[src/sv/lcgs_pkg.sv]
// ----------------------------------------------------------------------------
// lcgs_pkg
// Shared types and constants for the LCG seed table search block.
// ----------------------------------------------------------------------------
package lcgs_pkg;

  localparam int SEED_W    = 32;
  localparam int OFFS_W    = 16;
  localparam int ADV_W     = 22;
  localparam int REL_W     = 23;
  localparam int STAT_W    = 3;
  localparam int MODE_W    = 2;
  localparam int CFG_IDX_W = 2;
  localparam int CFG_DAT_W = 32;

  // item modes
  localparam logic [MODE_W-1:0] MODE_LOAD    = 2'd0;
  localparam logic [MODE_W-1:0] MODE_STEP    = 2'd1;
  localparam logic [MODE_W-1:0] MODE_RESTART = 2'd2;
  localparam logic [MODE_W-1:0] MODE_CLEAR   = 2'd3;

  // result status codes
  localparam logic [STAT_W-1:0] ST_LOADED    = 3'd0;
  localparam logic [STAT_W-1:0] ST_FULL      = 3'd1;
  localparam logic [STAT_W-1:0] ST_NO_HIT    = 3'd2;
  localparam logic [STAT_W-1:0] ST_HIT       = 3'd3;
  localparam logic [STAT_W-1:0] ST_PAST      = 3'd4;
  localparam logic [STAT_W-1:0] ST_RESTARTED = 3'd5;
  localparam logic [STAT_W-1:0] ST_CLEARED   = 3'd6;

  // register indexes
  localparam logic [CFG_IDX_W-1:0] CFG_START_SEED = 2'd0;
  localparam logic [CFG_IDX_W-1:0] CFG_ADV_OFFSET = 2'd1;
  localparam logic [CFG_IDX_W-1:0] CFG_ADV_LIMIT  = 2'd2;

  // generator x' = x * MUL + ADD mod 2^32
  localparam logic [SEED_W-1:0] LCG_MUL = 32'd214013;
  localparam logic [SEED_W-1:0] LCG_ADD = 32'd2531011;

  localparam logic [SEED_W-1:0] START_SEED_RST = 32'd0;
  localparam logic [OFFS_W-1:0] ADV_OFFSET_RST = 16'd548;
  localparam logic [ADV_W-1:0]  ADV_LIMIT_RST  = 22'd200000;

  typedef struct packed {
    logic [SEED_W-1:0] start_seed;
    logic [OFFS_W-1:0] adv_offset;
    logic [ADV_W-1:0]  adv_limit;
  } cfg_t;

  typedef struct packed {
    logic [STAT_W-1:0] status;
    logic [REL_W-1:0]  relative_advance;
    logic [SEED_W-1:0] found_seed;
  } res_t;

endpackage

[src/sv/lcgs_seq.sv]
// ----------------------------------------------------------------------------
// lcgs_seq
// Sequencer: binary search over the sorted table through one RAM read port,
// insertion shift for loads, and the generator advance.
// ----------------------------------------------------------------------------
module lcgs_seq #(
  parameter int TABLE_DEPTH = 4096
) (
  input  logic                             clk,
  input  logic                             rst,
  input  lcgs_pkg::cfg_t                   cfg,
  input  logic                             in_valid,
  output logic                             in_ready,
  input  logic [lcgs_pkg::MODE_W-1:0]      in_mode,
  input  logic [lcgs_pkg::SEED_W-1:0]      in_seed,
  output logic                             res_valid,
  input  logic                             res_ready,
  output lcgs_pkg::res_t                   res,
  output logic                             ram_we,
  output logic [$clog2(TABLE_DEPTH)-1:0]   ram_waddr,
  output logic [lcgs_pkg::SEED_W-1:0]      ram_wdata,
  output logic                             ram_re,
  output logic [$clog2(TABLE_DEPTH)-1:0]   ram_raddr,
  input  logic [lcgs_pkg::SEED_W-1:0]      ram_rdata
);
  import lcgs_pkg::*;

  localparam int AW = $clog2(TABLE_DEPTH);
  localparam int CW = $clog2(TABLE_DEPTH + 1);
  localparam logic [CW-1:0] DEPTH_C = CW'(TABLE_DEPTH);

  localparam logic [2:0] S_IDLE     = 3'd0;
  localparam logic [2:0] S_SEARCH   = 3'd1;
  localparam logic [2:0] S_CMP      = 3'd2;
  localparam logic [2:0] S_SHIFT    = 3'd3;
  localparam logic [2:0] S_SHIFT_WR = 3'd4;
  localparam logic [2:0] S_ADV      = 3'd5;
  localparam logic [2:0] S_DONE     = 3'd6;

  logic [2:0]        state;
  logic [MODE_W-1:0] mode;
  logic [SEED_W-1:0] key;
  logic [CW-1:0]     lo;
  logic [CW-1:0]     hi;
  logic [CW-1:0]     k;
  logic              hit;
  logic [CW-1:0]     count;
  logic [SEED_W-1:0] gen;
  logic [ADV_W-1:0]  adv;

  logic [CW-1:0]     span;
  logic [CW-1:0]     mid;
  logic [CW-1:0]     km1;
  logic              lo_lt_hi;
  logic              k_gt_lo;
  logic [SEED_W-1:0] gen_mul;

  assign span     = hi - lo;
  assign mid      = lo + (span >> 1);
  assign km1      = k - CW'(1);
  assign lo_lt_hi = (lo < hi);
  assign k_gt_lo  = (k > lo);
  assign gen_mul  = gen * LCG_MUL;

  assign in_ready  = (state == S_IDLE);
  assign res_valid = (state == S_DONE);

  // all addresses stay at or below count, which is below the depth while in use
  always_comb begin
    ram_re    = ((state == S_SEARCH) && lo_lt_hi) || ((state == S_SHIFT) && k_gt_lo);
    ram_raddr = (state == S_SHIFT) ? km1[AW-1:0] : mid[AW-1:0];
    ram_we    = (state == S_SHIFT_WR) || ((state == S_SHIFT) && !k_gt_lo);
    ram_waddr = (state == S_SHIFT_WR) ? k[AW-1:0] : lo[AW-1:0];
    ram_wdata = (state == S_SHIFT_WR) ? ram_rdata : key;
  end

  always_ff @(posedge clk) begin
    if (rst) begin
      state <= S_IDLE;
      count <= '0;
      gen   <= START_SEED_RST;
      adv   <= '0;
    end else begin
      case (state)
        S_IDLE: begin
          if (in_valid) begin
            mode <= in_mode;
            key  <= (in_mode == MODE_LOAD) ? in_seed : gen;
            lo   <= '0;
            hi   <= count;
            hit  <= 1'b0;
            res.relative_advance <= '0;
            res.found_seed       <= '0;
            case (in_mode)
              MODE_LOAD: begin
                if (count == DEPTH_C) begin
                  res.status <= ST_FULL;
                  state      <= S_DONE;
                end else begin
                  state <= S_SEARCH;
                end
              end
              MODE_STEP: begin
                if (adv >= cfg.adv_limit) begin
                  res.status <= ST_PAST;
                  state      <= S_DONE;
                end else begin
                  state <= S_SEARCH;
                end
              end
              MODE_RESTART: begin
                gen        <= cfg.start_seed;
                adv        <= '0;
                res.status <= ST_RESTARTED;
                state      <= S_DONE;
              end
              default: begin
                count      <= '0;
                res.status <= ST_CLEARED;
                state      <= S_DONE;
              end
            endcase
          end
        end
        S_SEARCH: begin
          if (lo_lt_hi) begin
            state <= S_CMP;
          end else if (mode == MODE_LOAD) begin
            k     <= count;
            state <= S_SHIFT;
          end else begin
            // hit tracks the entry last taken as upper bound, i.e. at lo
            res.found_seed <= key;
            res.status     <= hit ? ST_HIT : ST_NO_HIT;
            if (hit) begin
              res.relative_advance <= {1'b0, adv} - {{(REL_W-OFFS_W){1'b0}}, cfg.adv_offset};
            end
            state <= S_ADV;
          end
        end
        S_CMP: begin
          if (ram_rdata < key) begin
            lo <= mid + CW'(1);
          end else begin
            hi  <= mid;
            hit <= (ram_rdata == key);
          end
          state <= S_SEARCH;
        end
        S_SHIFT: begin
          if (k_gt_lo) begin
            state <= S_SHIFT_WR;
          end else begin
            count      <= count + CW'(1);
            res.status <= ST_LOADED;
            state      <= S_DONE;
          end
        end
        S_SHIFT_WR: begin
          k     <= km1;
          state <= S_SHIFT;
        end
        S_ADV: begin
          gen   <= gen_mul + LCG_ADD;
          adv   <= adv + ADV_W'(1);
          state <= S_DONE;
        end
        S_DONE: begin
          if (res_ready) begin
            state <= S_IDLE;
          end
        end
        default: begin
          state <= S_IDLE;
        end
      endcase
    end
  end

endmodule

[config.mk]
export PLATFORM = sky130hd
export DESIGN_NAME = lcgs_seq
export DESIGN_NICKNAME = d
export VERILOG_FILES = /design/src/sv/lcgs_pkg.sv /design/src/sv/lcgs_seq.sv
export SDC_FILE = /design/constraint.sdc
export NUM_CORES = 1
export LEC_CHECK = 0
export ABC_CLOCK_PERIOD_IN_PS = 17700
export BUFFER_PORTS_ARGS = -buffer_cell sky130_fd_sc_hd__buf_2
export CAP_MARGIN = 0
export CORE_ASPECT_RATIO = 0.5
export CORE_MARGIN = 2
export CORE_UTILIZATION = 25
export CTS_BUF_LIST = sky130_fd_sc_hd__clkbuf_16
export DETAILED_ROUTE_END_ITERATION = 8
export PLACE_DENSITY = 0.38
export SYNTH_ARGS = -nofsm -noshare
export SYNTH_HDL_FRONTEND = slang
export SYNTH_SLANG_ARGS = --single-unit
[constraint.sdc]
create_clock -name clk -period 17.7 [get_ports clk]
set_input_delay 3.54 -clock clk [delete_from_list [all_inputs] [get_ports clk]]
set_output_delay 3.54 -clock clk [all_outputs]
set_load 0.02 [all_outputs]
==> summary.md <==
| Metric | Value |
|---|---|
| Status | complete, no violations |
| Top_reg_cell synth | edfxtp_1 |
| CTS Buffer Depth | 3 |
| Htree depth | 1 |
| R2R Setup Slk | 10.89 ns |
| DR DRC count | 0 |
| Root buffer cell | clkbuf_16 |
| Post_cts resized | 0 |
| Clk_skew | 0.0124 ns |
| GPL Wtd Cong | 0.837 |
| Hold depth | 2 |
| Setup bufs post-CTS | 0 |
| Critical Path AT | 5.00 ns |
| Post-synthesis cell type count | 86 |
| Core outline area | 81900 um2 |
| Sequential-to-total area share from yosys stat | 0.258 |
| Synth Net Count | 2831 |
| Drt first pass iters | 5 |
| Cells on worst reg2reg path | 19 |
| Hold Path Sink | count[0] |
| Synth Register Bits | 202 |
| CP startpoint kind | flip-flop |
| GRT Total Usage | 0.161 |
| Die area | 85600 um2 |
| DIE WIDTH | 412 um |
| NumNets Final | 3069 |
| Total clock sinks | 202 |
| Hold Violations, Final | 0 |
| Reg clk slew, reported paths | 0.06 ns |
| Largest net degree at the start of global routing | 115 |
| CTS tree | built |
| Critical R2R Launch | gen[4] |
| Worst hold path class | reg -> reg |
| Mapped Cells | 2252 |
| Avg Inst Size Synth | 9.23 um2 |
| Initial antenna violation count | 3 |
| WL per Instance | 19.0 um |
| Post-synth EDFFs | 132 |
| Fin. max-slew vios | 0 |
| Final period util | 0.483 |
| First-pass GRT wire length | 106000 um |
| Port Buffers | 257 |
| Minimum clock period | 8.54 ns |
| Cell Area, Synth | 20800 um2 |
| Total CTS buffers | 26 |
| Routed vias | 16100 |
| Worst-Skew Late Latency | 0.56 ns |
| RSZ-0062 raised after global routing | false |
| Worst r2r dst | gen[25] |
| Fillers | 8713 |
| Area contributors post-synth | edfxtp_1 19%, fa_1 17%, ha_1 16%, inv_1 7.7%, dfxtp_1 6.7% |
| Count of hold-fix buffers inserted at cts | 0 |
| CP Max Fanout | 7 |
| # setup viols final | 0 |
| Async SR Flop Fraction | 0 |
| DPL Wire Length | 57600 um |
| Top cell type's share of synthesized area | 0.191 |
| Critical path type | reg -> out |
| Vias in the first global route | 17000 |
| 1st-iter DRT viols | 710 |
| Top-Level Pins | 258 |
| Crit end category | primary output |
| Starting Density | 0.254 |
| DR vias/cell | 4.46 |
| Std cell rows | 74 |
| Final WL | 68700 um |
| Top-count cell post-synth | inv_1 |
| Setup TNS | 0 ns |
| Hold Path Origin | count[0] |
| Area Overhead vs Synth | 16.8% |
| MaxCap Viol Count | 0 |
| Commonest cells post-synth | 424 x inv_1, 258 x ha_1, 181 x fa_1, 174 x nor2_1, 153 x nand2_1 |
| DRT antenna net count | 0 |
| Chip Height | 208 um |
| Area leader, netlist | edfxtp_1 |
| Least-Margin Pin Slew | 1.12 ns |
| Synth Warn # | 0 |
| Relative slew slack | 0.252 |
| Share of cells above drive strength 1 | 0.148 |
| Total grt overflow | 0 |
| F_max | 0.117 GHz |
| Crit path required time | 14.16 ns |
[worst max-delay path: stages, from the launching register on]
cell and delay, ns:
edfxtp_1 0.43, ha_1 0.19, inv_1 0.05, fa_1 0.40, a21o_1 0.18, a21oi_1 0.23
o21bai_1 0.09, a21oi_1 0.26, o21bai_1 0.10, a21oi_1 0.36, mux2i_1 0.24, nand3_1 0.11
ha_1 0.35, nand2_1 0.08, a21oi_1 0.06, a211oi_1 0.28, xor2_1 0.52, mux2i_1 0.27
buf_2 0.23
[cell type report]
type | count | area [um2] | area share
Clock buffer | 27 | 676 | 0.0278
Tap cell | 1102 | 1380 | 0.0568
Timing Repair Buffer | 272 | 1400 | 0.0576
Clock inverter | 21 | 229 | 0.00943
Inverter | 426 | 1600 | 0.0658
Sequential cell | 202 | 5370 | 0.221
Multi-Input combinational cell | 1562 | 13600 | 0.561
Antenna cell | 2 | 5.00 | 0.000206
[through the flow]
stage	setup slack, ns	area [um2]	instances	hold WS, ns	utilization
after floorplan	10.21	20800	2252	0.470	-
after global placement	9.90	23400	3564	0.508	0.285
after detailed placement	9.78	23400	3564	0.513	0.285
after CTS	9.17	24300	3612	0.521	0.296
after global routing	8.73	24300	3614	0.557	0.296
final	9.16	24300	3614	0.525	0.296
[flip-flops by register name (all words and copies together), names as in the netlist]
signal  cells
res        58
gen        32
key        32
adv        22
count      13
hi         13
k          13
lo         13
state       3
mode        2
hit         1
[per-layer routing]
| metal | wire length, um | vias up | track usage | part of all wire |
|---|---|---|---|---|
| li1 | - | 8044 | - | - |
| met1 | 30500 | 7805 | 0.207 | 0.44 |
| met2 | 34900 | 188 | 0.290 | 0.51 |
| met3 | 1510 | 74 | 0.0137 | 0.022 |
| met4 | 1710 | 2 | 0.0400 | 0.025 |
| met5 | 13 | - | 0 | 0.00019 |
[worst max-delay path by stage]
stage	endpoint	slack [ns]	start
global placement	ram_raddr[10]	9.90	lo[0]
CTS	ram_raddr[10]	9.17	lo[0]
finish	ram_raddr[10]	9.16	lo[0]
detailed placement	ram_raddr[10]	9.78	lo[0]
global route	ram_raddr[10]	8.73	lo[0]
floorplan	res[0]	10.21	rst
[cell families after synthesis]
kind of cell,after synthesis,share of synthesized area
AO/OA/AOI/OAI,444,0.135
XOR/XNOR,127,0.0553
adder cells (fa/ha/maj),440,0.330
buffers and inverters,488,0.0890
flip-flops,202,0.258
multiplexers,22,0.0116
AND/OR/NAND/NOR,529,0.121
[cell usage in the layout (no fill, tap or decap), types with 9 or more instances in the layout]
master,instances
buf_4,15
nand3_1,28
a22oi_1,17
buf_2,257
nor3_1,26
or3_1,14
nand2_1,153
fa_1,181
o21ai_0,123
mux2_2,16
a31oi_1,11
nand2b_1,14
a211oi_1,12
clkbuf_16,27
o21a_1,20
edfxtp_1,132
or4_1,10
and3_1,11
ha_1,258
a21o_1,43
nor2b_1,19
o211ai_1,9
dfxtp_1,70
nand4_1,31
xnor2_1,65
nor2_1,171
inv_1,431
a21oi_1,126
o22ai_1,10
xor2_1,58
Power is not shown: default switching activity piles up to over one toggle a cycle in this logic, so the estimate is an artifact.
